File: src/multi_mode_adc_channel_filter_assert.svh
// Assertion macros for the multi-mode ADC channel filter.
// Used by the top level only; no dependencies.
`ifndef MULTI_MODE_ADC_CHANNEL_FILTER_ASSERT_SVH
`define MULTI_MODE_ADC_CHANNEL_FILTER_ASSERT_SVH
// Implication checked on every clock outside reset.
`define MMF_ASSERT_IMP(label, clk, rst, a, b) \
  label: assert property (@(posedge clk) disable iff (rst) (a) |-> (b)) \
    else $error("assertion failed");
// Next-cycle implication.
`define MMF_ASSERT_NXT(label, clk, rst, a, b) \
  label: assert property (@(posedge clk) disable iff (rst) (a) |=> (b)) \
    else $error("assertion failed");
`endif

File: src/mmf_pkg.sv
// Package for the multi-mode ADC channel filter.
// Constants, types and the sequencer state encoding; no dependencies.
`timescale 1ns / 1ps
package mmf_pkg;
  localparam int NCH = 6;
  localparam int AVG_WINDOW = 8;
  localparam int AVG_W = $clog2(AVG_WINDOW);
  localparam int AVG_DEPTH = AVG_WINDOW * NCH;
  localparam int AVG_AW = $clog2(AVG_DEPTH);
  localparam int CH_W = 3;
  localparam logic [19:0] KAL_EST_RESET = 20'd524288;
  localparam logic [19:0] KAL_COV_RESET = 20'd65536;
  localparam logic [1:0] MODE_PASS = 2'd0;
  localparam logic [1:0] MODE_AVG = 2'd1;
  localparam logic [1:0] MODE_MED = 2'd2;
  localparam logic [1:0] MODE_KAL = 2'd3;
  localparam logic [1:0] REG_MODE = 2'd0;
  localparam logic [1:0] REG_Q = 2'd1;
  localparam logic [1:0] REG_R = 2'd2;

  typedef enum logic [10:0] {
    S_IDLE  = 11'b00000000001,
    S_CLEAR = 11'b00000000010,
    S_RD    = 11'b00000000100,
    S_AVG   = 11'b00000001000,
    S_DIV   = 11'b00000010000,
    S_KP    = 11'b00000100000,
    S_KDIV  = 11'b00001000000,
    S_KM1   = 11'b00010000000,
    S_KM2   = 11'b00100000000,
    S_NEXT  = 11'b01000000000,
    S_OUT   = 11'b10000000000
  } state_t;
endpackage

File: src/mmf_ram.sv
// Generic single-port-write, registered-read RAM.
// No dependencies.
`timescale 1ns / 1ps
module mmf_ram #(
  parameter int WIDTH = 12,
  parameter int DEPTH = 48
) (
  input  logic                     clk,
  input  logic                     we,
  input  logic [$clog2(DEPTH)-1:0] waddr,
  input  logic [WIDTH-1:0]         wdata,
  input  logic [$clog2(DEPTH)-1:0] raddr,
  output logic [WIDTH-1:0]         rdata
);
  logic [WIDTH-1:0] mem [DEPTH];
  always_ff @(posedge clk) begin
    if (we) mem[waddr] <= wdata;
    rdata <= mem[raddr];
  end
endmodule

File: src/multi_mode_adc_channel_filter.sv
// Top level of the six-channel multi-mode ADC filter.
// Uses mmf_pkg, mmf_ram and the assertion macro header.
//
// Usage: s_axis carries one frame of six 12-bit samples per request
// (tdata bits [71:0], channel 0 lowest). m_axis returns one request per
// frame: six 12-bit filtered values in tdata[71:0], ready flag in tuser.
// cfg writes: index 0 mode (clears all filter state), 1 Q, 2 R.
// Processing: one frame is handled channel by channel through a shared
// unit. Per channel, average mode runs 18 divider steps and Kalman 37
// divider steps (none when the gain denominator is zero); other modes
// use no divider. After the last channel the result is flagged valid.
// A new frame is not accepted until the last is done and its result taken;
// the 37-step restoring divider for the Kalman gain sets the worst case.
// After reset, or a mode write, a clearing pass over all 48 entries zeroes the
// average ring; input is not accepted meanwhile (config is).
// The output register holds a result until m_axis_tready; s_axis_tready
// stays low until the previous result has been taken.
`timescale 1ns / 1ps
`include "multi_mode_adc_channel_filter_assert.svh"
module multi_mode_adc_channel_filter (
  input  logic        clk,
  input  logic        rst,
  input  logic        s_axis_tvalid,
  output logic        s_axis_tready,
  input  logic [71:0] s_axis_tdata,  // sample_ch0..sample_ch5
  output logic        m_axis_tvalid,
  input  logic        m_axis_tready,
  output logic [71:0] m_axis_tdata,  // filtered_ch0..filtered_ch5
  output logic        m_axis_tuser,  // ready_res
  input  logic        cfg_valid,
  output logic        cfg_ready,
  input  logic [1:0]  cfg_index,
  input  logic [19:0] cfg_data
);
  mmf_pkg::state_t state;
  logic [1:0]  mode;
  logic [19:0] q_noise, r_noise;
  logic [71:0] samp;
  logic [11:0] res [mmf_pkg::NCH];
  logic [2:0]  ch;
  logic [17:0] sums [mmf_pkg::NCH];
  logic [mmf_pkg::AVG_W-1:0] slot;
  logic [3:0]  fill;
  logic [11:0] med [3][mmf_pkg::NCH];
  logic [1:0]  mslot, mfill;
  logic [19:0] est [mmf_pkg::NCH];
  logic [19:0] cov [mmf_pkg::NCH];
  logic        rdy;
  logic [mmf_pkg::AVG_AW-1:0] clr_cnt;
  logic        out_v;
  // shared divider
  logic [36:0] dnum;
  logic [20:0] drem, dden;
  logic [5:0]  dcnt;
  logic [20:0] p1;
  logic [16:0] kgain;
  logic signed [21:0] diff;
  logic signed [39:0] prod;
  logic [36:0] pcov;

  logic        ram_we;
  logic [mmf_pkg::AVG_AW-1:0] ram_wa, ram_ra;
  logic [11:0] ram_wd, ram_rd;
  logic [11:0] z;
  logic        cfg_fire, in_fire, mode_wr;
  logic [21:0] rem_try;
  logic [20:0] p1_sum;
  logic [21:0] den_sum;
  logic signed [22:0] xnew;
  logic signed [39:0] corr;
  logic [11:0] m0, m1, m2, mlo, mhi;

  assign cfg_ready = 1'b1;
  assign cfg_fire = cfg_valid && cfg_ready;
  assign mode_wr = cfg_fire && cfg_index == mmf_pkg::REG_MODE;
  assign s_axis_tready = state == mmf_pkg::S_IDLE && !out_v && !mode_wr;
  assign in_fire = s_axis_tvalid && s_axis_tready;
  assign m_axis_tvalid = out_v;
  assign z = samp[12*ch +: 12];
  // ring address = slot * 6 + ch
  assign ram_ra = mmf_pkg::AVG_AW'({1'b0, slot, 2'b00} + {2'b00, slot, 1'b0} + {3'b000, ch});

  always_comb begin
    ram_we = 1'b0;
    ram_wa = ram_ra;
    ram_wd = z;
    if (state == mmf_pkg::S_CLEAR) begin
      ram_we = 1'b1;
      ram_wa = clr_cnt;
      ram_wd = '0;
    end else if (state == mmf_pkg::S_AVG) begin
      ram_we = 1'b1;
    end
  end

  mmf_ram #(.WIDTH(12), .DEPTH(mmf_pkg::AVG_DEPTH)) u_ring (
    .clk(clk), .we(ram_we), .waddr(ram_wa), .wdata(ram_wd),
    .raddr(ram_ra), .rdata(ram_rd)
  );

  always_comb begin
    rem_try = {drem, dnum[36]} - {1'b0, dden};
    p1_sum = 21'(cov[ch]) + 21'(q_noise);
    den_sum = 22'(p1) + 22'(r_noise);
    corr = prod >>> 16;
    xnew = 23'(signed'({3'b000, est[ch]})) + 23'(corr);
    m0 = med[0][ch];
    m1 = med[1][ch];
    m2 = med[2][ch];
    mlo = (m0 > m1) ? m1 : m0;
    mhi = (m0 > m1) ? m0 : m1;
  end

  always_ff @(posedge clk) begin
    if (rst) begin
      state <= mmf_pkg::S_CLEAR;
      mode <= mmf_pkg::MODE_PASS;
      q_noise <= 20'd6554;
      r_noise <= 20'd32768;
      clr_cnt <= '0;
      out_v <= 1'b0;
      ch <= '0;
      slot <= '0;
      fill <= '0;
      mslot <= '0;
      mfill <= '0;
      for (int i = 0; i < mmf_pkg::NCH; i++) begin
        sums[i] <= '0;
        est[i] <= mmf_pkg::KAL_EST_RESET;
        cov[i] <= mmf_pkg::KAL_COV_RESET;
        for (int j = 0; j < 3; j++) med[j][i] <= '0;
      end
    end else begin
      if (out_v && m_axis_tready) out_v <= 1'b0;
      if (cfg_fire && cfg_index == mmf_pkg::REG_Q) q_noise <= cfg_data;
      if (cfg_fire && cfg_index == mmf_pkg::REG_R) r_noise <= cfg_data;
      if (mode_wr) begin
        mode <= cfg_data[1:0];
        state <= mmf_pkg::S_CLEAR;
        clr_cnt <= '0;
        slot <= '0;
        fill <= '0;
        mslot <= '0;
        mfill <= '0;
        for (int i = 0; i < mmf_pkg::NCH; i++) begin
          sums[i] <= '0;
          est[i] <= mmf_pkg::KAL_EST_RESET;
          cov[i] <= mmf_pkg::KAL_COV_RESET;
          for (int j = 0; j < 3; j++) med[j][i] <= '0;
        end
      end else begin
        case (state)
          mmf_pkg::S_CLEAR: begin
            clr_cnt <= clr_cnt + 1'b1;
            if (clr_cnt == mmf_pkg::AVG_AW'(mmf_pkg::AVG_DEPTH - 1))
              state <= mmf_pkg::S_IDLE;
          end
          mmf_pkg::S_IDLE: begin
            if (in_fire) begin
              samp <= s_axis_tdata;
              ch <= '0;
              rdy <= 1'b1;
              state <= mmf_pkg::S_RD;
              if (mode == mmf_pkg::MODE_AVG) begin
                if (fill != 4'(mmf_pkg::AVG_WINDOW)) fill <= fill + 1'b1;
              end
              if (mode == mmf_pkg::MODE_MED) begin
                if (mfill != 2'd3) mfill <= mfill + 1'b1;
              end
            end
          end
          mmf_pkg::S_RD: begin
            case (mode)
              mmf_pkg::MODE_AVG: state <= mmf_pkg::S_AVG;
              mmf_pkg::MODE_KAL: begin
                p1 <= (p1_sum > 21'hFFFFF) ? 21'hFFFFF : p1_sum;
                state <= mmf_pkg::S_KP;
              end
              mmf_pkg::MODE_MED: begin
                med[mslot][ch] <= z;
                state <= mmf_pkg::S_NEXT;
              end
              default: begin
                res[ch] <= z;
                state <= mmf_pkg::S_NEXT;
              end
            endcase
          end
          mmf_pkg::S_AVG: begin
            sums[ch] <= sums[ch] - 18'(ram_rd) + 18'(z);
            dnum <= {18'(sums[ch] - 18'(ram_rd) + 18'(z)), 19'd0};
            dden <= 21'(fill);
            drem <= '0;
            dcnt <= 6'd18;
            state <= mmf_pkg::S_DIV;
          end
          mmf_pkg::S_DIV: begin
            if (rem_try[21]) drem <= {drem[19:0], dnum[36]};
            else drem <= rem_try[20:0];
            dnum <= {dnum[35:0], ~rem_try[21]};
            dcnt <= dcnt - 1'b1;
            if (dcnt == 6'd1) state <= mmf_pkg::S_KM2;
          end
          mmf_pkg::S_KP: begin
            dnum <= {p1, 16'd0};
            dden <= den_sum[20:0];
            drem <= '0;
            dcnt <= 6'd37;
            if (den_sum == 22'd0) begin
              kgain <= 17'd65536;
              state <= mmf_pkg::S_KM1;
            end else begin
              state <= mmf_pkg::S_KDIV;
            end
          end
          mmf_pkg::S_KDIV: begin
            if (rem_try[21]) drem <= {drem[19:0], dnum[36]};
            else drem <= rem_try[20:0];
            dnum <= {dnum[35:0], ~rem_try[21]};
            dcnt <= dcnt - 1'b1;
            if (dcnt == 6'd1) begin
              kgain <= {dnum[15:0], ~rem_try[21]};
              state <= mmf_pkg::S_KM1;
            end
          end
          mmf_pkg::S_KM1: begin
            diff <= 22'(signed'({2'b00, z, 8'd0})) - 22'(signed'({2'b00, est[ch]}));
            pcov <= 37'((17'd65536 - kgain) * p1);
            state <= mmf_pkg::S_KM2;
          end
          mmf_pkg::S_KM2: begin
            if (mode == mmf_pkg::MODE_KAL) begin
              prod <= signed'({23'd0, kgain}) * 40'(diff);
              cov[ch] <= pcov[35:16];
              state <= mmf_pkg::S_NEXT;
            end else begin
              res[ch] <= dnum[11:0];
              state <= mmf_pkg::S_NEXT;
            end
          end
          mmf_pkg::S_NEXT: begin
            if (mode == mmf_pkg::MODE_KAL) begin
              if (xnew < 0) begin
                est[ch] <= '0;
                res[ch] <= '0;
              end else if (xnew > 23'sh0FFFFF) begin
                est[ch] <= 20'hFFFFF;
                res[ch] <= 12'hFFF;
              end else begin
                est[ch] <= xnew[19:0];
                res[ch] <= xnew[19:8];
              end
            end
            if (mode == mmf_pkg::MODE_MED) begin
              res[ch] <= (mfill == 2'd3) ? ((m2 > mhi) ? mhi : ((m2 < mlo) ? mlo : m2))
                                         : 12'd0;
              rdy <= mfill == 2'd3;
            end
            if (ch == 3'(mmf_pkg::NCH - 1)) begin
              state <= mmf_pkg::S_OUT;
            end else begin
              ch <= ch + 1'b1;
              state <= mmf_pkg::S_RD;
            end
          end
          mmf_pkg::S_OUT: begin
            out_v <= 1'b1;
            state <= mmf_pkg::S_IDLE;
            if (mode == mmf_pkg::MODE_AVG) slot <= slot + 1'b1;
            if (mode == mmf_pkg::MODE_MED) mslot <= (mslot == 2'd2) ? 2'd0 : mslot + 1'b1;
          end
          default: state <= mmf_pkg::S_IDLE;
        endcase
      end
    end
  end

  always_comb begin
    for (int i = 0; i < mmf_pkg::NCH; i++) m_axis_tdata[12*i +: 12] = res[i];
    m_axis_tuser = rdy;
  end

  `MMF_ASSERT_IMP(a_no_accept_busy, clk, rst, state != mmf_pkg::S_IDLE, !s_axis_tready)
  `MMF_ASSERT_NXT(a_out_after_done, clk, rst, state == mmf_pkg::S_OUT && !mode_wr, m_axis_tvalid)
  `MMF_ASSERT_IMP(a_ch_range, clk, rst, 1'b1, ch <= 3'(mmf_pkg::NCH - 1))
endmodule

File: config.mk
export PLATFORM = sky130hd
export DESIGN_NAME = multi_mode_adc_channel_filter
export DESIGN_NICKNAME = d
export VERILOG_FILES = /design/src/mmf_pkg.sv /design/src/mmf_ram.sv /design/src/multi_mode_adc_channel_filter.sv
export VERILOG_INCLUDE_DIRS = /design/src /design/src/src
export SDC_FILE = /design/constraint.sdc
export NUM_CORES = 2
export LEC_CHECK = 0
export BUFFER_PORTS_ARGS = -buffer_cell sky130_fd_sc_hd__buf_2
export CAP_MARGIN = 10
export CORE_UTILIZATION = 60
export DETAILED_ROUTE_END_ITERATION = 8
export HOLD_SLACK_MARGIN = 0.05
export PLACE_DENSITY = 0.83
export SLEW_MARGIN = 15
export SYNTH_ARGS = -nofsm -noshare
export SYNTH_HDL_FRONTEND = slang
export SYNTH_SLANG_ARGS = --single-unit
File: constraint.sdc
create_clock -name clk -period 9.2 [get_ports clk]
set_input_delay 0 -clock clk [delete_from_list [all_inputs] [get_ports clk]]
set_output_delay 0 -clock clk [all_outputs]
set_load 0.05 [all_outputs]
== Word-level counts from Yosys, hierarchy flattened ==
Memory sizes are Yosys's and may differ from the RTL's. A register that Yosys moved wholly into a read port is not among the register bits.
Index checks and enable logic that the tools add are counted.

* Word-level logic and storage cells: 335
* Memories: 6
* ROM bits: 0
* Bits in registers: 366
* Bits in latches: 0
* RAM bits: 1,212
* Input port bits: 99

{| class="wikitable"
|+ Memory list
! name !! words !! bits a word !! rd ports !! clocked after memory_dff !! wr ports !! line !! RTL
|-
| u_ring.mem || 48 || 12 || 1 || 1 || 1 || mmf_ram.sv:15 || <nowiki>logic [WIDTH-1:0] mem [DEPTH];</nowiki>
|-
| med || 3 || 72 || 3 || 0 || 3 || multi_mode_adc_channel_filter.sv:44 || <nowiki>logic [11:0] med [3][mmf_pkg::NCH];</nowiki>
|-
| cov || 6 || 20 || 1 || 1 || 6 || multi_mode_adc_channel_filter.sv:47 || <nowiki>logic [19:0] cov [mmf_pkg::NCH];</nowiki>
|-
| est || 6 || 20 || 1 || 1 || 6 || multi_mode_adc_channel_filter.sv:46 || <nowiki>logic [19:0] est [mmf_pkg::NCH];</nowiki>
|-
| sums || 6 || 18 || 1 || 1 || 6 || multi_mode_adc_channel_filter.sv:41 || <nowiki>logic [17:0] sums [mmf_pkg::NCH];</nowiki>
|-
| res || 6 || 12 || 6 || 0 || 1 || multi_mode_adc_channel_filter.sv:39 || <nowiki>logic [11:0] res [mmf_pkg::NCH];</nowiki>
|}

* Order comparisons: 8
* Bitwise operators: 47
* Multiplexer cells: 161
* Div/mod/pow operators: 0
* Reductions and logical operators: 40
* Multipliers: 3
* Equal/unequal tests: 30
* Shifts and indexed selects: 1
* $add $sub $neg: 17

{| class="wikitable"
|+ Operators by type and width
! operator !! number
|-
| $mux W12 || 36
|-
| $mux W20 || 16
|-
| $mux W72 || 3
|-
| $mux W18 || 7
|-
| $pmux W37 S3 || 1
|-
| $pmux W11 S10 || 1
|-
| $bmux W12 S3 || 3
|-
| $pmux W21 S2 || 2
|-
| $reduce_or A72 Y1 || 1
|-
| $shiftx A72 B8 Y12 || 1
|-
| $mux W1 || 63
|-
| $mux W11 || 5
|-
| $or A1 B1 Y1 || 43
|-
| $reduce_or A20 Y1 || 2
|-
| $mul A18 B21 Y39 || 1
|-
| $demux W12 S3 || 1
|-
| $mul A18 B22 Y36 || 1
|-
| $mux W17 || 2
|-
| $pmux W17 S2 || 1
|-
| $mux W3 || 11
|-
| $reduce_and A4 Y1 || 7
|-
| $gt A12 B12 Y1 || 2
|-
| $add A21 B23 Y23 || 1
|-
| $gt A23 B21 Y1 const B || 1
|-
| 61 further kinds || 95
|}

== Depth between registers and ports, before layout ==
* Depth in word-level cells: 13
* Mapped depth: 32

== Cells and area by module ==
A second synthesis with hierarchy kept.

* Cell total of the unflattened synthesis: 7,932
* Area, all modules: 98,355.6 µm²

{| class="wikitable"
|+ By module, submodules not included
! module !! times used !! area an instance (µm²) !! cells an instance
|-
| multi_mode_adc_channel_filter || 1 || 75,481.1 || 6,790
|-
| mmf_ram || 1 || 22,874.4 || 1,142
|}

== Least setup slack after synthesis ==
OpenSTA, ideal clock, no wires.

* Path kind: reg2reg
* Start: reg kgain[2]
* End: reg pcov[35] (data pin)
* Stages on the path, launching flop included: 30
* Required time: 8,940 ps
* Buffers on the path: 2
* Arrival: 7,267 ps
* Path slack: 1,673 ps
* Setup time: 260 ps
* Clock period less this slack: 7,527 ps
* Cells stage by stage: edfxtp_1 -> buf_2 -> or3_1 -> nor2_1 -> nand3_1 -> nor4_1 -> xnor2_1 -> clkbuf_1 -> nand2_1 -> fa_1 -> inv_1 -> fa_1 -> inv_1 -> fa_1 -> inv_1 -> fa_1 -> fa_1 -> inv_1 -> fa_1 -> inv_1 -> ha_1 -> or2_2 -> o31ai_1 -> a211oi_2 -> a311oi_4 -> o21a_4 -> nor3_2 -> o41a_1 -> a221oi_2 -> xnor2_1

* Cells in the longest elaborated chain, start to end: 2

{| class="wikitable"
|+ RTL lines
! element !! line !! RTL
|-
| start, declared || multi_mode_adc_channel_filter.sv:56 || <nowiki>logic [16:0] kgain;</nowiki>
|-
| start signal, assigned || multi_mode_adc_channel_filter.sv:222 || <nowiki>kgain <= {dnum[15:0], ~rem_try[21]};</nowiki>
|-
| $sub A17 B17 Y18 || multi_mode_adc_channel_filter.sv:228 || <nowiki>pcov <= 37'((17'd65536 - kgain) * p1);</nowiki>
|-
| $mul A18 B22 Y36 || multi_mode_adc_channel_filter.sv:228 ||
|-
| end signal, assigned || multi_mode_adc_channel_filter.sv:228 ||
|-
| end, declared || multi_mode_adc_channel_filter.sv:59 || <nowiki>logic [36:0] pcov;</nowiki>
|}

No other way between the ends.
A chain may end at the register's enable or synchronous reset.

== Worst setup path in the final report ==
* Start: reg kgain[1]
* End: reg pcov[35] (data pin)

Same word-level chain as after synthesis.

==> results by group <==
Floorplanning
  – Die area: 165000 um^2
  – Starting Density: 60.7%
  – # rows: 147
  – CORE AREA: 161000 um^2
  – Die Height: 406 um
  – I/O pin count: 175
  – Die span in x: 406 um

Critical path
  – Max stage delay on crit path: 0.92 ns
  – Buf+Inv Stages, Crit Path: 4
  – CP max-delay cell: edfxtp_1
  – CP top delay family: adder cells
  – Critical Path RT: 9.75 ns
  – CP max FO: 23
  – Crit Path Class: reg -> reg
  – CP startpoint kind: flip-flop
  – Most used cell, CP: fa_1
  – Crit end category: flip-flop
  – CP Data Arrival Time: 9.14 ns

STA
  – Final Hold Viols: 0
  – Max-slew violations: 0
  – Final worst slack: 0.614 ns
  – Final TNS setup: 0 ns
  – Hold slack: 0.0871 ns
  – RSZ-0062 raised after global routing: no
  – Finish-stage setup viols: 0
  – Slew @ Worst Pin: 1.45 ns
  – Max Fclk: 116 MHz
  – Layout Skew: 0.0584 ns
  – Crit path time final: 8.59 ns
  – Max_slew headroom: 2.69%
  – Tcrit/Tclk final: 93.3%

Synth
  – Post-Synthesis Cell Area: 97800 um^2
  – Post-synthesis register bit count: 1677
  – Count of warnings emitted by yosys: 0
  – EDFF count, synth: 1588
  – Distinct cells, synth: 88
  – Async S/R FF share, synth: 0%
  – Synthesized net count: 8832
  – Sequential fraction of the synthesis area: 50.6%
  – Mean post-synth cell area: 12.7 um^2
  – Ys flop type: edfxtp_1
  – Gate Count Post-Synth: 7694

Cells and area
  – Layout Nets: 9112
  – Most common cell after layout, fill and taps aside: edfxtp_1
  – Area Growth Syn to Fin: 11.6%
  – Final instance area: 109000 um^2
  – Most frequent cells in the layout: 1588 x edfxtp_1, 933 x inv_1, 740 x nand2_1
  – Final core occ: 67.7%
  – Layout cells sized above 1: 13.0%

Routing
  – Residual DRC: 7
  – Antenna Nets Post-Route: 0
  – Final WL: 277000 um
  – Initial drt markers: 8927
  – Vias: 65900
  – DR WL/cell: 27.0 um
  – Number of detailed-route iterations in the first pass: 9
  – Detail-routed via count per cell: 6.42

Clock tree
  – Clk buf depth: 3
  – CTS tree: done
  – Hold buffers post-CTS: 206
  – Clk sink count: 1677
  – Worst skew pair latency: 0.84 ns
  – CTS root buf: clkbuf_16
  – CTS buffer count: 160
  – # Post-CTS Setup Buffers: 0
  – CTS resizes: 0
  – Clock slew at reported path FFs: 0.06 ns
  – H-tree Lvls: 4

GRT
  – Vias in the first global route: 67600
  – Pin count of the biggest net entering global routing: 138
  – Initial antenna violation count: 9
  – Grt ovf: 0
  – GRT Overall Usage: 34.2%
  – First-pass GRT wire length: 416000 um

Place
  – HPWL reported at the end of detailed placement: 171000 um
  – Global placer's final weighted congestion: 0.947
  – I/O Buffers: 173
  – Placed Area: 101000 um^2
  – Pre-CTS WS: 0.767 ns

Power and ir drop
  – Power per Cell Area: 150 nW/um^2
  – Peak VDD IR: 0.304 mV
  – Leakage: 42.9 nW

Hold path
  – Min-Delay Path Class: in -> reg

Status
  – Status: complete, but fails checks
  – Failing checks: design-rule violations

Flow run
  – Max-Cap Viols: 0
-- where the power goes --
| part | switching (mW) | internal (mW) | leakage (nW) |
|---|---|---|---|
| Clock | 3.13 | 3.78 | 2.61 |
| Combinational | 0.582 | 0.322 | 24.5 |
| Sequential | 0.0676 | 8.48 | 15.8 |
-- registers in the layout, indices dropped and copies added, names as in the netlist, 37 cells and up, named ones only --
signal	cells
cov	160
dnum	37
est	160
med	216
res	72
samp	72
sums	144
u_ring.mem	576
-- cells by family (layout without fill, tap and decap cells) --
kind of cell | after synthesis | after routing | share of synthesized area (%)
AND/OR/NAND/NOR | 2282 | 2282 | 10.8
flip-flops | 1677 | 1677 | 50.6
buffers and inverters | 1357 | 1763 | 5.25
adder cells (fa/ha/maj) | 1039 | 1039 | 18.5
AO/OA/AOI/OAI | 740 | 740 | 5.12
multiplexers | 415 | 415 | 8.08
XOR/XNOR | 182 | 182 | 1.63
other | 2 | 8 | 0.00768
-- stage by stage --
stage | power (mW) | cells
6_report | 16.4 | 10300
5_1_grt | 16.7 | 10300
4_1_cts | 16.2 | 10300
3_5_place_dp | 9.48 | 9758
3_3_place_gp | 9.43 | 9758
2_1_floorplan | 9.20 | 7694
-- worst reg2reg max path, cell delays in order, from the launching register on --
cell and delay [ns]:
edfxtp_1 0.92, inv_1 0.16, ha_1 0.28, nand2_1 0.21, nor4_1 0.12, xnor2_2 0.91
nand2_1 0.19, fa_1 0.46, inv_1 0.08, fa_1 0.41, ha_1 0.32, fa_1 0.50
inv_1 0.06, fa_1 0.50, inv_1 0.06, fa_1 0.43, ha_1 0.30, a21oi_1 0.12
o21ai_0 0.14, o31ai_1 0.37, a211oi_2 0.15, a311oi_4 0.54, o21a_4 0.22, nor3_2 0.06
o41a_1 0.43, a221oi_2 0.30, xnor2_1 0.10
-- layer usage --
layer  track usage (%)  wire length, um  share of wire (%)  vias to the layer above
met5                 0               79              0.029                        -
met1              43.7            95900                 35                    32700
met2              54.4           132000                 48                     5077
li1                  -                -                  -                    27100
met4              17.7            15500                5.6                       12
met3              8.30            33500                 12                      987
-- cells in the mapped netlist, types with 53 or more instances --
cell type	n	share of area, %
mux2i_1	92	0.94
nor3_1	62	0.32
fa_1	674	14
inv_1	934	3.6
dfxtp_1	89	1.8
and3_1	140	0.90
a22oi_1	135	1.0
o21ai_0	117	0.60
a21o_1	55	0.42
clkbuf_1	329	1.3
edfxtp_1	1588	49
nand2_1	740	2.8
a21oi_1	190	0.97
nor2_1	722	2.8
ha_1	365	4.7
and2_1	301	1.9
xnor2_1	121	1.1
nand3_1	96	0.49
buf_1	53	0.20
mux4_2	297	6.8
xor2_1	61	0.55
-- cell type report --
type	instances	area, um^2
Clock buffer	192	4310
Multi-Input combinational cell	4660	43800
Sequential cell	1677	49500
Fill cell	10600	52000
Inverter	952	3570
Clock inverter	96	1060
Antenna cell	6	15.0
Timing Repair Buffer	523	4130
Tap cell	2160	2700
-- final timing paths --
kind | start | endpoint | slack, ns | cells past startpoint
worst max register to register | kgain[1] | pcov[35] | 0.61 | 26
worst min-delay path | cfg_data[5] | q_noise[5] | 0.09 | 4
worst max-delay path | kgain[1] | pcov[35] | 0.61 | 26
worst min register to register | r_noise[4] | r_noise[4] | 0.46 | 2
Power figures use the tool's default switching activity.
